`src/design/ddc_pkg.sv`:
```
package ddc_pkg;

    // filter and oscillator geometry
    localparam int TAPS      = 31;
    localparam int LO_BITS   = 10;
    localparam int HALF      = TAPS / 2;
    localparam int LAG       = TAPS - 1 - HALF;
    localparam int TAP_W     = $clog2(TAPS);
    localparam int FRAC_BITS = LO_BITS - 2;
    localparam int FRAC_N    = 1 << FRAC_BITS;

    // field and datapath widths
    localparam int SMP_W   = 16;
    localparam int COEF_W  = 18;
    localparam int IDX_W   = 7;
    localparam int FILL_W  = 7;
    localparam int OSC_W   = 17;
    localparam int MIX_W   = 34;
    localparam int PROD_W  = COEF_W + SMP_W;
    localparam int ACC_W   = PROD_W + 7;
    localparam int PHASE_W = 32;

    localparam logic [FILL_W-1:0] FILL_MAX = '1;
    localparam logic [FILL_W-1:0] LAG_F    = FILL_W'(LAG);

    // configuration register indexes
    localparam int CFG_IDX_W = 1;
    localparam logic [CFG_IDX_W-1:0] CFG_PHASE_INC = 1'd0;
    localparam logic [CFG_IDX_W-1:0] CFG_BYPASS    = 1'd1;

    // request kinds
    localparam logic REQ_SAMPLE = 1'b0;
    localparam logic REQ_COEF   = 1'b1;

    typedef enum logic [3:0] {
        S_IDLE,
        S_BYP,
        S_OSC,
        S_MUL,
        S_PUSH,
        S_NEXT,
        S_ZERO,
        S_MAC,
        S_FIN,
        S_EMIT
    } t_state;

    typedef struct packed {
        logic mv;
        logic clr;
    } t_cell_ctl;

    typedef struct packed {
        logic osc_en;
        logic mul_en;
    } t_mix_ctl;

    typedef struct packed {
        logic             run;
        logic             fin;
        logic [TAP_W-1:0] k;
    } t_mac_ctl;

    typedef struct packed {
        logic                     wr;
        logic [IDX_W-1:0]         idx;
        logic signed [COEF_W-1:0] val;
    } t_coef_wr;

    // q30 coefficients of the quarter-wave sine polynomial
    localparam logic [63:0] POLY [7] = '{
        64'd1686629713, 64'd693598669, 64'd85569306, 64'd5026995,
        64'd172272, 64'd3864, 64'd61
    };

    // sin(pi*u/2) in q15, u in q30
    function automatic logic [14:0] quarter_sine(logic [63:0] u);
        logic [63:0] v;
        logic [63:0] s;
        v = (u * u) >> 30;
        s = POLY[6];
        for (int i = 5; i >= 0; i--) begin
            s = POLY[i] - ((s * v) >> 30);
        end
        s = (s * u) >> 30;
        s = (s + 64'd16384) >> 15;
        if (s > 64'd32767) begin
            s = 64'd32767;
        end
        return s[14:0];
    endfunction

    typedef logic [14:0] t_sine_tab [FRAC_N];

    function automatic t_sine_tab build_tab(logic cos_sel);
        t_sine_tab   tab;
        logic [63:0] u;
        for (int f = 0; f < FRAC_N; f++) begin
            u = 64'(f) << (32 - LO_BITS);
            if (cos_sel) begin
                u = (64'd1 << 30) - u;
            end
            tab[f] = quarter_sine(u);
        end
        return tab;
    endfunction

    localparam t_sine_tab SIN_TAB = build_tab(1'b0);
    localparam t_sine_tab COS_TAB = build_tab(1'b1);

    // mixer product q4.30 to q1.15, round half up, saturate
    function automatic logic signed [SMP_W-1:0] rnd_sat_mix(logic signed [MIX_W-1:0] p);
        logic signed [MIX_W-1:0] w;
        w = (p + MIX_W'(16384)) >>> 15;
        if (w > MIX_W'(32767)) begin
            return 16'sh7fff;
        end else if (w < -MIX_W'(32768)) begin
            return 16'sh8000;
        end
        return w[SMP_W-1:0];
    endfunction

    // filter sum q9.32 to q1.15, round half up, saturate
    function automatic logic signed [SMP_W-1:0] rnd_sat_acc(logic signed [ACC_W-1:0] a);
        logic signed [ACC_W-1:0] w;
        w = (a + ACC_W'(65536)) >>> 17;
        if (w > ACC_W'(32767)) begin
            return 16'sh7fff;
        end else if (w < -ACC_W'(32768)) begin
            return 16'sh8000;
        end
        return w[SMP_W-1:0];
    endfunction

endpackage

```
`src/design/ddc_mac.sv`:
```
module ddc_mac import ddc_pkg::*; (
    input  logic                    i_clk,
    input  logic                    i_rst_n,
    input  t_coef_wr                i_wr,
    input  t_mac_ctl                i_ctl,
    input  logic signed [SMP_W-1:0] i_tail_i,
    input  logic signed [SMP_W-1:0] i_tail_q,
    output logic signed [SMP_W-1:0] o_res_i,
    output logic signed [SMP_W-1:0] o_res_q
);

    logic signed [COEF_W-1:0] r_coef [TAPS];
    logic signed [PROD_W-1:0] r_prod_i;
    logic signed [PROD_W-1:0] r_prod_q;
    logic signed [ACC_W-1:0]  r_acc_i;
    logic signed [ACC_W-1:0]  r_acc_q;
    logic signed [COEF_W-1:0] coef_k;
    logic                     wr_ok;
    logic                     first;

    assign wr_ok  = i_wr.wr && (i_wr.idx < IDX_W'(TAPS));
    assign coef_k = r_coef[i_ctl.k];
    assign first  = (i_ctl.k == '0);

    // coefficient store, out-of-range indexes dropped
    always_ff @(posedge i_clk) begin
        if (!i_rst_n) begin
            for (int j = 0; j < TAPS; j++) begin
                r_coef[j] <= '0;
            end
        end else if (wr_ok) begin
            r_coef[i_wr.idx[TAP_W-1:0]] <= i_wr.val;
        end
    end

    // multiply one tap per cycle, accumulate the previous product
    always_ff @(posedge i_clk) begin
        if (i_ctl.run) begin
            r_prod_i <= PROD_W'(coef_k) * PROD_W'(i_tail_i);
            r_prod_q <= PROD_W'(coef_k) * PROD_W'(i_tail_q);
            if (first) begin
                r_acc_i <= '0;
                r_acc_q <= '0;
            end else begin
                r_acc_i <= r_acc_i + ACC_W'(r_prod_i);
                r_acc_q <= r_acc_q + ACC_W'(r_prod_q);
            end
        end else if (i_ctl.fin) begin
            r_acc_i <= r_acc_i + ACC_W'(r_prod_i);
            r_acc_q <= r_acc_q + ACC_W'(r_prod_q);
        end
    end

    assign o_res_i = rnd_sat_acc(r_acc_i);
    assign o_res_q = rnd_sat_acc(r_acc_q);

endmodule

```
`config.mk`:
```
export PLATFORM = sky130hd
export DESIGN_NAME = ddc_mac
export DESIGN_NICKNAME = d
export VERILOG_FILES = /design/src/design/ddc_pkg.sv /design/src/design/ddc_mac.sv
export SDC_FILE = /design/constraint.sdc
export NUM_CORES = 2
export LEC_CHECK = 0
export ABC_AREA = 0
export BUFFER_PORTS_ARGS = -buffer_cell sky130_fd_sc_hd__buf_4
export CORE_MARGIN = 2
export CORE_UTILIZATION = 35
export DETAILED_ROUTE_END_ITERATION = 8
export PLACE_DENSITY = 0.49
export SYNTH_ARGS = -nofsm -noshare
export SYNTH_HDL_FRONTEND = slang
export SYNTH_SLANG_ARGS = --single-unit
export TNS_END_PERCENT = 50
```
`constraint.sdc`:
```
create_clock -name i_clk -period 9.6 [get_ports i_clk]
set_clock_uncertainty 0.15 [all_clocks]
set_input_delay 0.96 -clock i_clk [delete_from_list [all_inputs] [get_ports i_clk]]
set_output_delay 0.96 -clock i_clk [all_outputs]
set_load 0.01 [all_outputs]
```
==> flow_summary.toml <==
[outcome]
status = "finished, final reports clean"

[clock_tree]
cts_resized = 0
cts_made_buffers = 88
cts_tree = "built"
cts.sink_count = 726
htree_levels = 3
cts_hold_buf = 0
clk_pin_slew_ns = 0.06
clock_path_buffers = 3
clk-insertion-delay-late_ns = 0.74
cts_setup_buffers = 0
root_buffer = "clkbuf_16"

[sta]
tightest_slew_ns = 1.34
report.final.slew_viol_count = 0
slew_headroom_pct = 10.4
hold_violations = 0
fin_setup_tns_ns = 0
setup_viol = 0
fin_crit_ns = 8.83
rsz0062_at_grt = "no"
post-route-period-util_pct = 91.9
max_freq_mhz = 113

[die]
rows = 149
fp.coreArea_um2 = 165000
fp.dieH_um = 412
start_util_pct = 35.3
die-area_um2 = 169000
die_w_um = 412
io_pins = 99

[logic_synthesis]
syn_area_um2 = 58200
synth-main-ff-cell = "edfxtp_1"
syn_area_per_cell_um2 = 11.4
yosys_register_bits = 726
yosys.area.top_type_share_pct = 37.5
synth.lib_cells_used.distinct = 82
async_flop_share_pct = 0
ys_warn_count = 0
synth.area.top_cells = "edfxtp_1 37%, fa_1 20%, and2_1 8.9%, ha_1 5.5%, mux4_2 4.7%"
synth-edff-count = 726
yosysSeqAreaShare_pct = 37.5
netlist_instances = 5122
post-synth-top-area-cell = "edfxtp_1"

[critical_path]
path_max_fanout = 27
start_kind = "input port"
cp_data_required_time_ns = 9.91
reg2reg_from = "r_coef[27][5]"
crit_end = "r_prod_i[30]"
crit_path_start = "i_ctl[0]"
cp-end-kind = "register"
worstPathArrival_ns = 9.14
r2r_cells = 25
rrSetupSlack_ns = 1.22
rr_endpoint = "r_prod_i[30]"
crit_type = "in -> reg"

[detailed_routing]
drc = 0
drt_iter0_markers = 2522
dr.pass1.iters = 6
vias_per_cell = 5.00
ant_nets = 0
wl_mm = 156
vias = 37400
post_drt_wl_per_cell_um = 20.8

[place]
gp_congestion = 0.819
placed_cell_area_um2 = 62200
port-buffer-count = 98
dp.final_hpwl_mm = 112

[final_layout]
area.growth.synth_to_final_pct = 12.4
utilization_pct = 39.6
nets = 6136
stdcell_area_um2 = 65400
layout-drive-gt1-share_pct = 12.2

[grt]
overflow = 0
grt_pass1_vias = 39800
antenna_found_initial = 11
grt_util_all_layers_pct = 18.8
grt_max_degree = 56
grt_pass1_wl_mm = 243

[flow_run]
max_cap_violations = 0

[worst_hold_path]
hp-class = "reg -> reg"
-- registers in the layout, summed over array words and instances, names as in the netlist --
register	count
r_acc_i	41
r_acc_q	41
r_coef	576
r_prod_i	34
r_prod_q	34
-- Yosys cell counts (36+ instances only) --
cell      number
o21ai_0      114
a21o_1        56
edfxtp_1     726
mux4_2       122
xnor2_1      104
fa_1         582
ha_1         254
and2_1       825
a21oi_1      130
xor2_1        63
a211oi_1      41
nor3_1        36
buf_2         58
clkbuf_1     181
nand3_1       44
nor2_1       219
mux2i_1       64
nand2_1      415
inv_1        660
-- per-stage QoR --
step                      setup slack [ns]  std cells  hold slack (ns)
after global routing                 0.366       7492            0.495
final                                0.774       7493            0.492
after floorplan                       1.04       5139            0.459
after detailed placement           -0.0188       7332            0.483
after global placement               0.144       7332            0.475
after CTS                            0.771       7492            0.466
-- critical path: stages --
cell,delay (ns)
buf_8,0.24
buf_4,0.29
mux4_2,0.54
mux2_2,0.32
a221oi_1,0.73
a21oi_4,0.33
and2_1,0.31
fa_1,0.49
inv_1,0.05
fa_1,0.39
fa_1,0.54
inv_1,0.05
fa_1,0.44
fa_1,0.52
inv_1,0.05
fa_1,0.47
inv_1,0.04
ha_1,0.33
a21oi_1,0.25
o211a_1,0.22
o21ai_0,0.08
o21bai_1,0.21
a221oi_1,0.35
o21ai_0,0.22
o31ai_1,0.34
mux2i_1,0.22
nand2_1,0.06
-- layout make-up --
type / instances / area, um2
Multi-Input combinational cell: 3477 / 32900
Sequential cell: 726 / 21800
Timing Repair Buffer: 280 / 2250
Clock buffer: 95 / 2230
Inverter: 660 / 2480
Antenna cell: 1 / 2.50
Tap cell: 2189 / 2740
Clock inverter: 65 / 943
Fill cell: 16000 / 99600
-- layer usage --
layer | wire (um) | share of wire [%] | global-route usage (%)
met5 | 27 | 0.017 | 0
met4 | 2860 | 1.8 | 3.85
met1 | 69900 | 45 | 25.4
met2 | 77000 | 49 | 32.4
met3 | 6400 | 4.1 | 2.27
-- cell families (layout without fill, tap and decap cells) --
group           count (synthesis)  count (layout)  synth area share, %
other cells                     1              19              0.00645
simple gates                 1689            1689                 15.4
fa+ha+maj                     836             836                 25.5
xor+xnor                      167             167                 2.51
flops                         726             726                 37.5
mux                           204             204                 6.17
compound gates                563             563                 6.48
buf+inv                       936            1100                 6.47
-- worst min path at each step --
stage / depth (start not counted) / startpoint / slack [ns] / end
after global routing: 1 / i_wr[12] / 0.50 / r_coef[31][12]
after detailed placement: 2 / r_acc_q[0] / 0.48 / r_acc_q[0]
after global placement: 2 / r_acc_i[0] / 0.47 / r_acc_i[0]
after floorplan: 2 / r_acc_i[0] / 0.46 / r_acc_i[0]
final: 2 / r_acc_q[0] / 0.49 / r_acc_q[0]
after CTS: 1 / i_wr[12] / 0.47 / r_coef[31][12]
-- cell usage in the layout, fill, tap and decap left out, types with 10 or more instances in the layout --
master	synthesis	layout
nand2b_1	33	33
o211ai_1	25	25
o22ai_1	18	18
mux2i_1	64	64
and2_1	825	825
conb_1	1	18
o21a_1	24	24
bufinv_16	0	19
clkbuf_16	0	88
fa_1	582	582
a21o_1	56	56
xor2_1	63	63
o21bai_1	26	26
a31oi_1	16	16
mux4_2	122	122
nor2_1	219	215
nor3_1	36	36
nand2_1	415	415
and3_1	25	25
o21ai_2	0	31
ha_1	254	254
nand4_1	21	21
o221ai_1	15	15
buf_4	6	268
xnor2_1	104	104
inv_1	660	660
nand3_1	44	44
clkinv_1	0	17
clkinv_2	0	16
mux2_2	18	18
o21ai_0	114	83
a21oi_4	0	15
a211oi_1	41	41
buf_12	0	11
a21oi_1	130	125
edfxtp_1	726	726
o21ai_1	10	10
nor2b_1	17	16
Power is left out: the tool's default activity adds up to more than one toggle a clock period on the data nets, which glitch-free logic cannot reach.
