==> src/design/ddc_pkg.sv <==
package ddc_pkg;

    // filter and oscillator geometry
    localparam int TAPS      = 31;
    localparam int LO_BITS   = 10;
    localparam int HALF      = TAPS / 2;
    localparam int LAG       = TAPS - 1 - HALF;
    localparam int TAP_W     = $clog2(TAPS);
    localparam int FRAC_BITS = LO_BITS - 2;
    localparam int FRAC_N    = 1 << FRAC_BITS;

    // field and datapath widths
    localparam int SMP_W   = 16;
    localparam int COEF_W  = 18;
    localparam int IDX_W   = 7;
    localparam int FILL_W  = 7;
    localparam int OSC_W   = 17;
    localparam int MIX_W   = 34;
    localparam int PROD_W  = COEF_W + SMP_W;
    localparam int ACC_W   = PROD_W + 7;
    localparam int PHASE_W = 32;

    localparam logic [FILL_W-1:0] FILL_MAX = '1;
    localparam logic [FILL_W-1:0] LAG_F    = FILL_W'(LAG);

    // configuration register indexes
    localparam int CFG_IDX_W = 1;
    localparam logic [CFG_IDX_W-1:0] CFG_PHASE_INC = 1'd0;
    localparam logic [CFG_IDX_W-1:0] CFG_BYPASS    = 1'd1;

    // request kinds
    localparam logic REQ_SAMPLE = 1'b0;
    localparam logic REQ_COEF   = 1'b1;

    typedef enum logic [3:0] {
        S_IDLE,
        S_BYP,
        S_OSC,
        S_MUL,
        S_PUSH,
        S_NEXT,
        S_ZERO,
        S_MAC,
        S_FIN,
        S_EMIT
    } t_state;

    typedef struct packed {
        logic mv;
        logic clr;
    } t_cell_ctl;

    typedef struct packed {
        logic osc_en;
        logic mul_en;
    } t_mix_ctl;

    typedef struct packed {
        logic             run;
        logic             fin;
        logic [TAP_W-1:0] k;
    } t_mac_ctl;

    typedef struct packed {
        logic                     wr;
        logic [IDX_W-1:0]         idx;
        logic signed [COEF_W-1:0] val;
    } t_coef_wr;

    // q30 coefficients of the quarter-wave sine polynomial
    localparam logic [63:0] POLY [7] = '{
        64'd1686629713, 64'd693598669, 64'd85569306, 64'd5026995,
        64'd172272, 64'd3864, 64'd61
    };

    // sin(pi*u/2) in q15, u in q30
    function automatic logic [14:0] quarter_sine(logic [63:0] u);
        logic [63:0] v;
        logic [63:0] s;
        v = (u * u) >> 30;
        s = POLY[6];
        for (int i = 5; i >= 0; i--) begin
            s = POLY[i] - ((s * v) >> 30);
        end
        s = (s * u) >> 30;
        s = (s + 64'd16384) >> 15;
        if (s > 64'd32767) begin
            s = 64'd32767;
        end
        return s[14:0];
    endfunction

    typedef logic [14:0] t_sine_tab [FRAC_N];

    function automatic t_sine_tab build_tab(logic cos_sel);
        t_sine_tab   tab;
        logic [63:0] u;
        for (int f = 0; f < FRAC_N; f++) begin
            u = 64'(f) << (32 - LO_BITS);
            if (cos_sel) begin
                u = (64'd1 << 30) - u;
            end
            tab[f] = quarter_sine(u);
        end
        return tab;
    endfunction

    localparam t_sine_tab SIN_TAB = build_tab(1'b0);
    localparam t_sine_tab COS_TAB = build_tab(1'b1);

    // mixer product q4.30 to q1.15, round half up, saturate
    function automatic logic signed [SMP_W-1:0] rnd_sat_mix(logic signed [MIX_W-1:0] p);
        logic signed [MIX_W-1:0] w;
        w = (p + MIX_W'(16384)) >>> 15;
        if (w > MIX_W'(32767)) begin
            return 16'sh7fff;
        end else if (w < -MIX_W'(32768)) begin
            return 16'sh8000;
        end
        return w[SMP_W-1:0];
    endfunction

    // filter sum q9.32 to q1.15, round half up, saturate
    function automatic logic signed [SMP_W-1:0] rnd_sat_acc(logic signed [ACC_W-1:0] a);
        logic signed [ACC_W-1:0] w;
        w = (a + ACC_W'(65536)) >>> 17;
        if (w > ACC_W'(32767)) begin
            return 16'sh7fff;
        end else if (w < -ACC_W'(32768)) begin
            return 16'sh8000;
        end
        return w[SMP_W-1:0];
    endfunction

endpackage

==> src/design/ddc_cell.sv <==
module ddc_cell import ddc_pkg::*; (
    input  logic                    i_clk,
    input  logic                    i_rst_n,
    input  t_cell_ctl               i_ctl,
    input  logic signed [SMP_W-1:0] i_prev_i,
    input  logic signed [SMP_W-1:0] i_prev_q,
    output logic signed [SMP_W-1:0] o_i,
    output logic signed [SMP_W-1:0] o_q
);

    logic signed [SMP_W-1:0] r_i;
    logic signed [SMP_W-1:0] r_q;

    // one i/q line entry, takes its neighbor's value on a move
    always_ff @(posedge i_clk) begin
        if (!i_rst_n || i_ctl.clr) begin
            r_i <= '0;
            r_q <= '0;
        end else if (i_ctl.mv) begin
            r_i <= i_prev_i;
            r_q <= i_prev_q;
        end
    end

    assign o_i = r_i;
    assign o_q = r_q;

endmodule

==> config.mk <==
export PLATFORM = sky130hd
export DESIGN_NAME = ddc_cell
export DESIGN_NICKNAME = d
export VERILOG_FILES = /design/src/design/ddc_pkg.sv /design/src/design/ddc_cell.sv
export SDC_FILE = /design/constraint.sdc
export NUM_CORES = 1
export LEC_CHECK = 0
export BUFFER_PORTS_ARGS = -buffer_cell sky130_fd_sc_hd__buf_2
export CAP_MARGIN = 20
export CORE_MARGIN = 2
export CORE_UTILIZATION = 42
export DETAILED_ROUTE_END_ITERATION = 7
export PLACE_DENSITY = 0.77
export SYNTH_ARGS = -nofsm -noshare
export SYNTH_HDL_FRONTEND = slang
export SYNTH_SLANG_ARGS = --single-unit
==> constraint.sdc <==
create_clock -name i_clk -period 0.8 [get_ports i_clk]
set_input_delay 0.04 -clock i_clk [delete_from_list [all_inputs] [get_ports i_clk]]
set_output_delay 0.04 -clock i_clk [all_outputs]
set_load 0.005 [all_outputs]
==> reports/metrics.csv, run 1 <==
stage;metric;value;unit
die;initial_core_util;43.3;%
cts;cts_made_buffers;5;
cts;cts.sinks;32;
global_route;overflow;0;
finish;drive_gt1_share;52.6;%
cts;cts_root_buffer;clkbuf_4;
finish;nets;244;
synth;syn_area;0.00117;sq mm
synth;yosysWarnings;0;
detailed_routing;drtIter0Drc;10;
timing;min_period;0.813;ns
die;die_h;56.9;microns
pwr;ir_drop;1360;uV
worst_setup_path;path_class;reg2out;
synth;synth_compound_area_share;0;%
timing;fin_ws;-0.0131;ns
run_status;status;complete, but fails checks;
global_route;antenna_found_initial;0;
synth;syn-mean-instance-area;11.3;sq um
synth;synthDistinctLibCells;7;
finish;fill_cells;212;
worst_setup_path;r2r_end;o_i[10];
timing;tns;-0.138;ns
synth;synth-seq-area-share;54.6;%
timing;relSlewSlack;89.1;%
worst_setup_path;cp_num_buf_inv;1;
place;place_congestion;0.661;
finish;final_common_cell;buf_2;
worst_setup_path;cpLargestDelayFamily;flip-flops;
timing;hold_violations;0;
pwr;p_leak;0.00103;uW
die;die_x;56.9;microns
worst_setup_path;critPathCaptureType;output port;
worst_setup_path;crit_required;0.76;ns
global_route;grt_max_degree;33;
worst_setup_path;critPathLaunchType;flop;
detailed_routing;drt-pass1-iter-count;4;
detailed_routing;route.vias.total;1097;
synth;synthMuxAreaShare;27.3;%
worst_setup_path;crit_arrival;0.77;ns
run_status;violations;setup timing;
timing;fmax;1.23;GHz
timing;slew_viol_final;0;
timing;timing.final.crit_share;102;%
synth;yosysTopAreaCellShare;54.6;%
pwr;powerDensity;1550;mW/mm^2
detailed_routing;routed_wl;3.05;mm
worst_setup_path;worst_path_max_delay_cell;dfxtp_2;
die;core_region_area;0.00271;sq mm
die;ioPinCount;68;
die;row_count;19;
synth;syn-instance-count;104;
finish;layout_common_cells;58 x buf_2, 32 x mux2i_1, 32 x nor2_1, 32 x dlygate4sd3_1, 32 x dfxtp_2;
worst_setup_path;reg2reg_depth;3;
finish;utilization;74.2;%
global_route;grt_pass1_vias;1120;
place;port_buffers;67;
worst_setup_path;critPathMaxFanout;2;
synth;synth_top_family_by_area;multiplexers;
cts;cts_tree;yes;
synth;synth_area_leaders;dfxtp_1 55%, mux2i_1 27%, nor2_1 10%;
synth;synthSimpleGateAreaFrac;10.8;%
synth;yosys.area_share.adder;0;%
synth;syn_nets;140;
worst_setup_path;regToRegStartpoint;o_i[10];
worst_hold_path;hold_depth;4;
timing;final-setup-viol-count;21;
detailed_routing;wire_per_inst;12.7;microns
timing;grt_setup_unrepaired;true;
timing;worstMarginPinSlew;0.159;ns
worst_hold_path;whs_endpoint;o_i[2];
synth;synth_top_area_cell;dfxtp_1;
die;dieArea;0.00323;sq mm
worst_hold_path;min_path_type;in2reg;
cts;htree_levels;2;
worst_setup_path;path_cells;buf_2;
cts;clk_pin_slew;0.09;ns
global_route;grt_use_total;20.1;%
finish;syn_to_final_growth;71.4;%
worst_setup_path;regToRegSetupSlack;0.07;ns
finish;diodes;0;
cts;clockBufferDepth;2;
detailed_routing;drc;0;
detailed_routing;viasPerCell;4.57;
synth;ys_seq_elements;32;
synth;synthXorXnorAreaFrac;0;%
worst_hold_path;worstHoldStart;i_rst_n;
detailed_routing;detail-route-antenna-nets;0;
global_route;grt_pass1_wl;4.79;mm
timing;finClkSkew;0;ns
worst_setup_path;slowest_delay;0.33;ns
cts;clock_latency;0.32;ns
flow_run;drv_cap;0;
worst max-delay path by stage:
stage	start	endpoint	slack, ns	cells past startpoint
final	o_q[4]	o_q[4]	-0.01	1
after global routing	o_q[2]	o_q[2]	-0.06	1
after CTS	o_q[2]	o_q[2]	-0.04	1
after detailed placement	i_ctl[1]	o_q[2]	0.03	4
after global placement	i_ctl[1]	o_q[7]	0.06	4
after floorplan	i_ctl[1]	o_i[0]	0.18	4
power by group:
| group | internal (uW) | total (uW) | leakage (uW) | switching [uW] |
|---|---|---|---|---|
| clock | 433 | 926 | 0.0000326 | 493 |
| sequential | 1650 | 1680 | 0.000275 | 29.0 |
| combinational | 324 | 505 | 0.000720 | 181 |
cells by family after synthesis:
group / Yosys count
simple gates: 33
mux: 32
flops: 32
buf+inv: 7
layout make-up:
class	instances	area, sq um	area share (%)
repair buffers	104	787	39.1
well taps	31	38.8	1.93
clock buffers	8	58.8	2.92
multi-input cells	65	447	22.2
flip-flops and latches	32	681	33.8
flip-flops by register name (all words and copies together), names as in the netlist:
| name | flops |
|---|---|
| o_i | 16 |
| o_q | 16 |
what timing repair did:
action / in CTS / in global routing
hold buffers: 32 / 0
setup buffers: 1 / 1
gates resized for setup: 33 / 8
hold endpoints to repair: 32 / 0
setup endpoints to repair: 32 / 32
per-layer routing:
metal / global-route usage [%] / wire, microns / vias to the layer above
met5: 0 / 0 / -
met4: 11.3 / 121 / 0
met3: 7.14 / 182 / 12
met2: 36.9 / 1690 / 47
met1: 19.1 / 1060 / 488
li1: - / - / 550
synthesized netlist by cell type:
library cell,count
buf_12,3
buf_2,3
buf_6,1
dfxtp_1,32
mux2i_1,32
nand2b_1,1
nor2_1,32
stage by stage:
step	hold WS (ns)	area (sq um)	power, uW	worst slack [ns]	instances
2_1_floorplan	0.187	1170	1910	0.178	104
3_3_place_gp	0.273	1520	2050	0.0620	198
3_5_place_dp	0.281	1520	2070	0.0256	198
4_1_cts	0.167	1950	3140	-0.0354	239
5_1_grt	0.198	2010	3280	-0.0595	240
6_report	0.182	2010	3110	-0.0131	240
No activity file was read; power rests on OpenSTA's default activity.
==> run 2: changes to the inputs <==
--- a/config.mk
+++ b/config.mk
@@ -5,12 +5,14 @@
 export SDC_FILE = /design/constraint.sdc
 export NUM_CORES = 1
 export LEC_CHECK = 0
+export ABC_AREA = 0
 export BUFFER_PORTS_ARGS = -buffer_cell sky130_fd_sc_hd__buf_2
 export CAP_MARGIN = 20
 export CORE_MARGIN = 2
-export CORE_UTILIZATION = 42
+export CORE_UTILIZATION = 44
+export CTS_BUF_LIST = sky130_fd_sc_hd__clkbuf_4
 export DETAILED_ROUTE_END_ITERATION = 7
-export PLACE_DENSITY = 0.77
+export PLACE_DENSITY = 0.8
 export SYNTH_ARGS = -nofsm -noshare
 export SYNTH_HDL_FRONTEND = slang
 export SYNTH_SLANG_ARGS = --single-unit
==> constraint.sdc (replaced) <==
create_clock -name i_clk -period 0.8 [get_ports i_clk]
set_input_delay 0.04 -clock i_clk [delete_from_list [all_inputs] [get_ports i_clk]]
set_output_delay 0.04 -clock i_clk [all_outputs]
set_load 0.01 [all_outputs]
==> run 2 against run 1 <==
- the flow still finishes with violations (setup timing)
- clock power decreased by 18%
- clock skew unchanged
- register-to-register slack got worse by 0.07 ns
- power decreased by 3.0%
- core utilization increased by 11 points
- sequential share of layout area decreased by 1.8 points
- sequential power about the same
- critical path type unchanged
- first-iteration DRC count increased by 30%
- critical path depth unchanged
- final cell count decreased by 1.7%
==> reports/metrics.csv, run 2 (same netlist as run 1, synthesis figures left out) <==
stage;metric;value;unit
die;row_count;18;
run_status;status;complete, but fails checks;
finish;final_common_cell;buf_2;
timing;finClkSkew;0;ns
place;dpl-instance-area;0.00151;sq mm
worst_setup_path;cpLargestDelayFamily;flip-flops;
die;ioPinCount;68;
worst_hold_path;hold_depth;4;
timing;grt_setup_unrepaired;true;
pwr;p_leak;0.00103;uW
worst_setup_path;regToRegStartpoint;o_i[4];
pwr;ir_drop;1480;uV
cts;clock_latency;0.32;ns
die;die_h;55.6;microns
die;initial_core_util;46.9;%
timing;final-setup-viol-count;26;
global_route;grt_max_degree;33;
place;port_buffers;67;
place;place_congestion;0.690;
global_route;grt_use_total;22.1;%
timing;tns;-0.237;ns
place;placed_cells;197;
cts;cts_tree;yes;
worst_setup_path;critPathCaptureType;output port;
cts;cts_made_buffers;5;
timing;min_period;0.821;ns
worst_setup_path;slowest_delay;0.35;ns
detailed_routing;detail-route-antenna-nets;0;
worst_hold_path;worstHoldStart;i_rst_n;
finish;nets;244;
run_status;violations;setup timing;
detailed_routing;viasPerCell;4.70;
finish;layout_common_cells;35 x buf_2, 32 x nor2_1, 32 x dlygate4sd3_1, 32 x dfxtp_2, 32 x buf_6;
finish;utilization;85.0;%
timing;relSlewSlack;89.2;%
pwr;powerDensity;1420;mW/mm^2
cts;htree_levels;2;
global_route;overflow;0;
finish;fin_cells;236;
global_route;antenna_found_initial;0;
die;die_x;55.6;microns
detailed_routing;wire_per_inst;14.1;microns
timing;hold_violations;0;
finish;syn_to_final_growth;81.0;%
cts;cts_root_buffer;clkbuf_4;
place;dp_slack;0.0191;ns
global_route;grt_pass1_wl;5.07;mm
cts;clk_pin_slew;0.09;ns
worst_setup_path;path_class;reg2out;
finish;drive_gt1_share;53.4;%
finish;design_area;0.00212;sq mm
worst_hold_path;whs_endpoint;o_q[1];
worst_setup_path;r2r_end;o_i[4];
timing;worstMarginPinSlew;0.157;ns
worst_setup_path;regToRegSetupSlack;0;ns
cts;clockBufferDepth;2;
detailed_routing;drtIter0Drc;13;
detailed_routing;drt-pass1-iter-count;4;
detailed_routing;drc;0;
cts;cts.sinks;32;
finish;diodes;0;
worst_setup_path;worst_path_max_delay_cell;dfxtp_2;
worst_hold_path;min_path_type;in2reg;
timing;fin_ws;-0.0214;ns
worst_setup_path;critPathMaxFanout;2;
global_route;grt_pass1_vias;1136;
worst_setup_path;path_cells;buf_6;
place;dp_hpwl;1.74;mm
timing;fmax;1.22;GHz
die;dieArea;0.00310;sq mm
worst_setup_path;critPathLaunchType;flop;
worst_setup_path;reg2reg_depth;3;
die;core_region_area;0.00250;sq mm
worst_setup_path;crit_required;0.76;ns
detailed_routing;routed_wl;3.32;mm
worst_setup_path;cp_num_buf_inv;1;
worst_setup_path;crit_arrival;0.78;ns
timing;slew_viol_final;0;
flow_run;drv_cap;0;
detailed_routing;route.vias.total;1110;
timing;timing.final.crit_share;103;%
==> run 2: power breakdown <==
group / internal, uW / switching, uW
sequential: 1650 / 40.0
clock: 293 / 465
combinational: 361 / 207
==> run 2: how the worst max path moves through the flow <==
stage | startpoint | to | slack, ns | cells after the start
CTS | o_i[14] | o_i[14] | -0.03 | 1
global placement | i_ctl[1] | o_i[14] | 0.06 | 4
floorplan | i_ctl[1] | o_i[0] | 0.18 | 4
detailed placement | i_ctl[1] | o_q[4] | 0.02 | 4
global route | o_q[2] | o_q[2] | -0.06 | 1
finish | o_i[0] | o_i[0] | -0.02 | 1
==> run 2: per-stage QoR <==
step	power [uW]	hold WS [ns]
2_1_floorplan	1930	0.187
3_3_place_gp	2060	0.272
3_5_place_dp	2080	0.286
4_1_cts	3040	0.180
5_1_grt	3170	0.182
6_report	3020	0.180
==> run 2: worst min-delay path, stage by stage <==
cell and delay, ns:
buf_2 0.08, nand2b_1 0.08, buf_12 0.18, nor2_1 0.10
==> run 2: layout make-up <==
cell class | count | area [sq um]
multi-input cells | 65 | 450
clock buffers | 5 | 37.5
repair buffers | 104 | 918
flip-flops and latches | 32 | 681
well taps | 30 | 37.5
fillers | 139 | 375
==> run 2: what timing repair did <==
| item | CTS | global route |
|---|---|---|
| endpoints found under the hold margin | 32 | 0 |
| pin swaps | 0 | 1 |
| gates cloned | 0 | 0 |
| endpoints found under the setup margin | 32 | 33 |
| buffers inserted | 2 | 0 |
| hold buffers | 32 | 0 |
| resized for setup | 64 | 1 |
==> run 2: metal layers <==
layer | vias up | track usage (%) | part of all wire (%)
met5 | - | 0 | 0
met3 | 5 | 7.91 | 5.6
li1 | 546 | - | -
met2 | 39 | 44.6 | 59
met4 | 0 | 7.32 | 1.4
met1 | 520 | 19.8 | 34
==> run 3: changes to the inputs <==
--- a/config.mk
+++ b/config.mk
@@ -9,10 +9,9 @@
 export BUFFER_PORTS_ARGS = -buffer_cell sky130_fd_sc_hd__buf_2
 export CAP_MARGIN = 20
 export CORE_MARGIN = 2
-export CORE_UTILIZATION = 44
-export CTS_BUF_LIST = sky130_fd_sc_hd__clkbuf_4
+export CORE_UTILIZATION = 42
 export DETAILED_ROUTE_END_ITERATION = 7
-export PLACE_DENSITY = 0.8
+export PLACE_DENSITY = 0.77
 export SYNTH_ARGS = -nofsm -noshare
 export SYNTH_HDL_FRONTEND = slang
 export SYNTH_SLANG_ARGS = --single-unit
==> run 3 against run 2 <==
- the run still ends with setup timing left
- final cell count is 3.0% higher
- sequential power hardly changed
- wire length is 1.2% lower
- power is 6.1% higher
- non-clock buffer count is 3 higher
- register-to-register slack better by 0.05 ns
- count of clock-buffer cells in the layout is 3 higher
- largest cell class unchanged
==> reports/metrics.csv, run 3 (same netlist as run 1, synthesis figures left out) <==
stage;metric;value;unit
run_status;status;complete, but fails checks;
run_status;violations;setup timing;
die;core_region_area;0.00271;sq mm
worst_setup_path;r2r_end;o_i[10];
worst_setup_path;path_cells;buf_6;
cts;cts.sinks;32;
timing;fin_ws;-0.0260;ns
worst_setup_path;cpLargestDelayFamily;flip-flops;
finish;syn_to_final_growth;85.6;%
cts;cts_tree;yes;
detailed_routing;wire_per_inst;13.5;microns
pwr;powerDensity;1470;mW/mm^2
detailed_routing;detail-route-antenna-nets;0;
finish;fin_cells;243;
place;placed_cells;198;
finish;drive_gt1_share;53.3;%
die;ioPinCount;68;
die;initial_core_util;43.3;%
detailed_routing;viasPerCell;4.56;
worst_setup_path;crit_arrival;0.79;ns
timing;final-setup-viol-count;32;
pwr;p_leak;0.00106;uW
global_route;overflow;0;
cts;clock_latency;0.32;ns
timing;slew_viol_final;0;
worst_setup_path;crit_required;0.76;ns
timing;hold_violations;0;
global_route;antenna_found_initial;0;
worst_setup_path;critPathCaptureType;output port;
timing;worstMarginPinSlew;0.150;ns
worst_hold_path;hold_depth;4;
detailed_routing;drc;0;
place;place_congestion;0.661;
flow_run;drv_cap;0;
cts;clockBufferDepth;2;
worst_hold_path;worstHoldStart;i_rst_n;
worst_hold_path;min_path_type;in2reg;
global_route;grt_pass1_vias;1228;
worst_setup_path;critPathMaxFanout;2;
timing;min_period;0.826;ns
timing;timing.final.crit_share;103;%
timing;fmax;1.21;GHz
worst_setup_path;regToRegStartpoint;o_i[10];
worst_setup_path;critPathLaunchType;flop;
worst_setup_path;reg2reg_depth;3;
cts;cts_made_buffers;5;
worst_setup_path;cp_num_buf_inv;1;
cts;cts_root_buffer;clkbuf_4;
finish;final_common_cell;buf_2;
detailed_routing;drt-pass1-iter-count;4;
die;dieArea;0.00323;sq mm
global_route;grt_max_degree;33;
die;row_count;19;
detailed_routing;drtIter0Drc;22;
global_route;grt_pass1_wl;5.33;mm
die;die_x;56.9;microns
worst_setup_path;worst_path_max_delay_cell;dfxtp_2;
worst_setup_path;slowest_delay;0.35;ns
timing;finClkSkew;0;ns
worst_setup_path;path_class;reg2out;
pwr;ir_drop;1390;uV
timing;grt_setup_unrepaired;true;
timing;relSlewSlack;89.7;%
place;port_buffers;67;
detailed_routing;route.vias.total;1108;
die;die_h;56.9;microns
finish;diodes;0;
global_route;grt_use_total;22.6;%
worst_hold_path;whs_endpoint;o_i[2];
cts;clk_pin_slew;0.09;ns
timing;holdWs;0.177;ns
worst_setup_path;regToRegSetupSlack;0.05;ns
detailed_routing;routed_wl;3.28;mm
cts;htree_levels;2;
finish;nets;247;
==> run 3: worst max path at each step <==
stage,cells after the start,to,slack (ns),start
6_report,1,o_q[15],-0.03,o_q[15]
5_1_grt,1,o_q[15],-0.07,o_q[15]
4_1_cts,1,o_q[2],-0.04,o_q[2]
3_5_place_dp,4,o_q[2],0.03,i_ctl[1]
3_3_place_gp,4,o_q[7],0.06,i_ctl[1]
2_1_floorplan,4,o_i[0],0.18,i_ctl[1]
==> run 3: layer usage <==
metal / vias to the layer above / track usage (%) / routed length (microns)
li1: 556 / - / -
met1: 492 / 20.9 / 1110
met2: 47 / 43.2 / 1860
met3: 13 / 7.14 / 178
met4: 0 / 11.6 / 131
met5: - / 0 / 0
==> run 3: final cells by class <==
class                      count  area (sq um)
fill                         168           532
clock buffer                   8          58.8
multi-input combinational     65           447
tap                           31          38.8
sequential                    32           681
timing repair buffer         107           953
==> run 3: worst reg2reg max path: stages, from the launching register on <==
cell	delay, ns
dfxtp_2	0.33
buf_4	0.12
mux2i_1	0.14
nor2_1	0.05
==> run 3: through the flow <==
| stage | TNS [ns] | setup slack, ns | total power, uW | instance area (sq um) | util [%] |
|---|---|---|---|---|---|
| after floorplan | 0 | 0.178 | 1930 | 1170 | - |
| after global placement | 0 | 0.0620 | 2070 | 1520 | 56.1 |
| after detailed placement | 0 | 0.0256 | 2090 | 1520 | 56.1 |
| after CTS | -0.829 | -0.0383 | 3230 | 2150 | 79.3 |
| after global routing | -1.73 | -0.0669 | 3370 | 2180 | 80.4 |
| final | -0.386 | -0.0260 | 3200 | 2180 | 80.4 |
==> run 3: timing repair <==
action                                  in CTS  in global routing
hold buffers                                32                  0
endpoints found under the hold margin       32                  0
endpoints found under the setup margin      32                 32
buffers inserted                             1                  4
gates resized for setup                     64                  0
pin swaps                                    0                  0
==> run 3: power breakdown <==
group | switching (uW) | total (uW) | internal, uW
Clock | 500 | 934 | 433
Combinational | 207 | 578 | 372
Sequential | 38.0 | 1690 | 1650
Total | 745 | 3200 | 2460
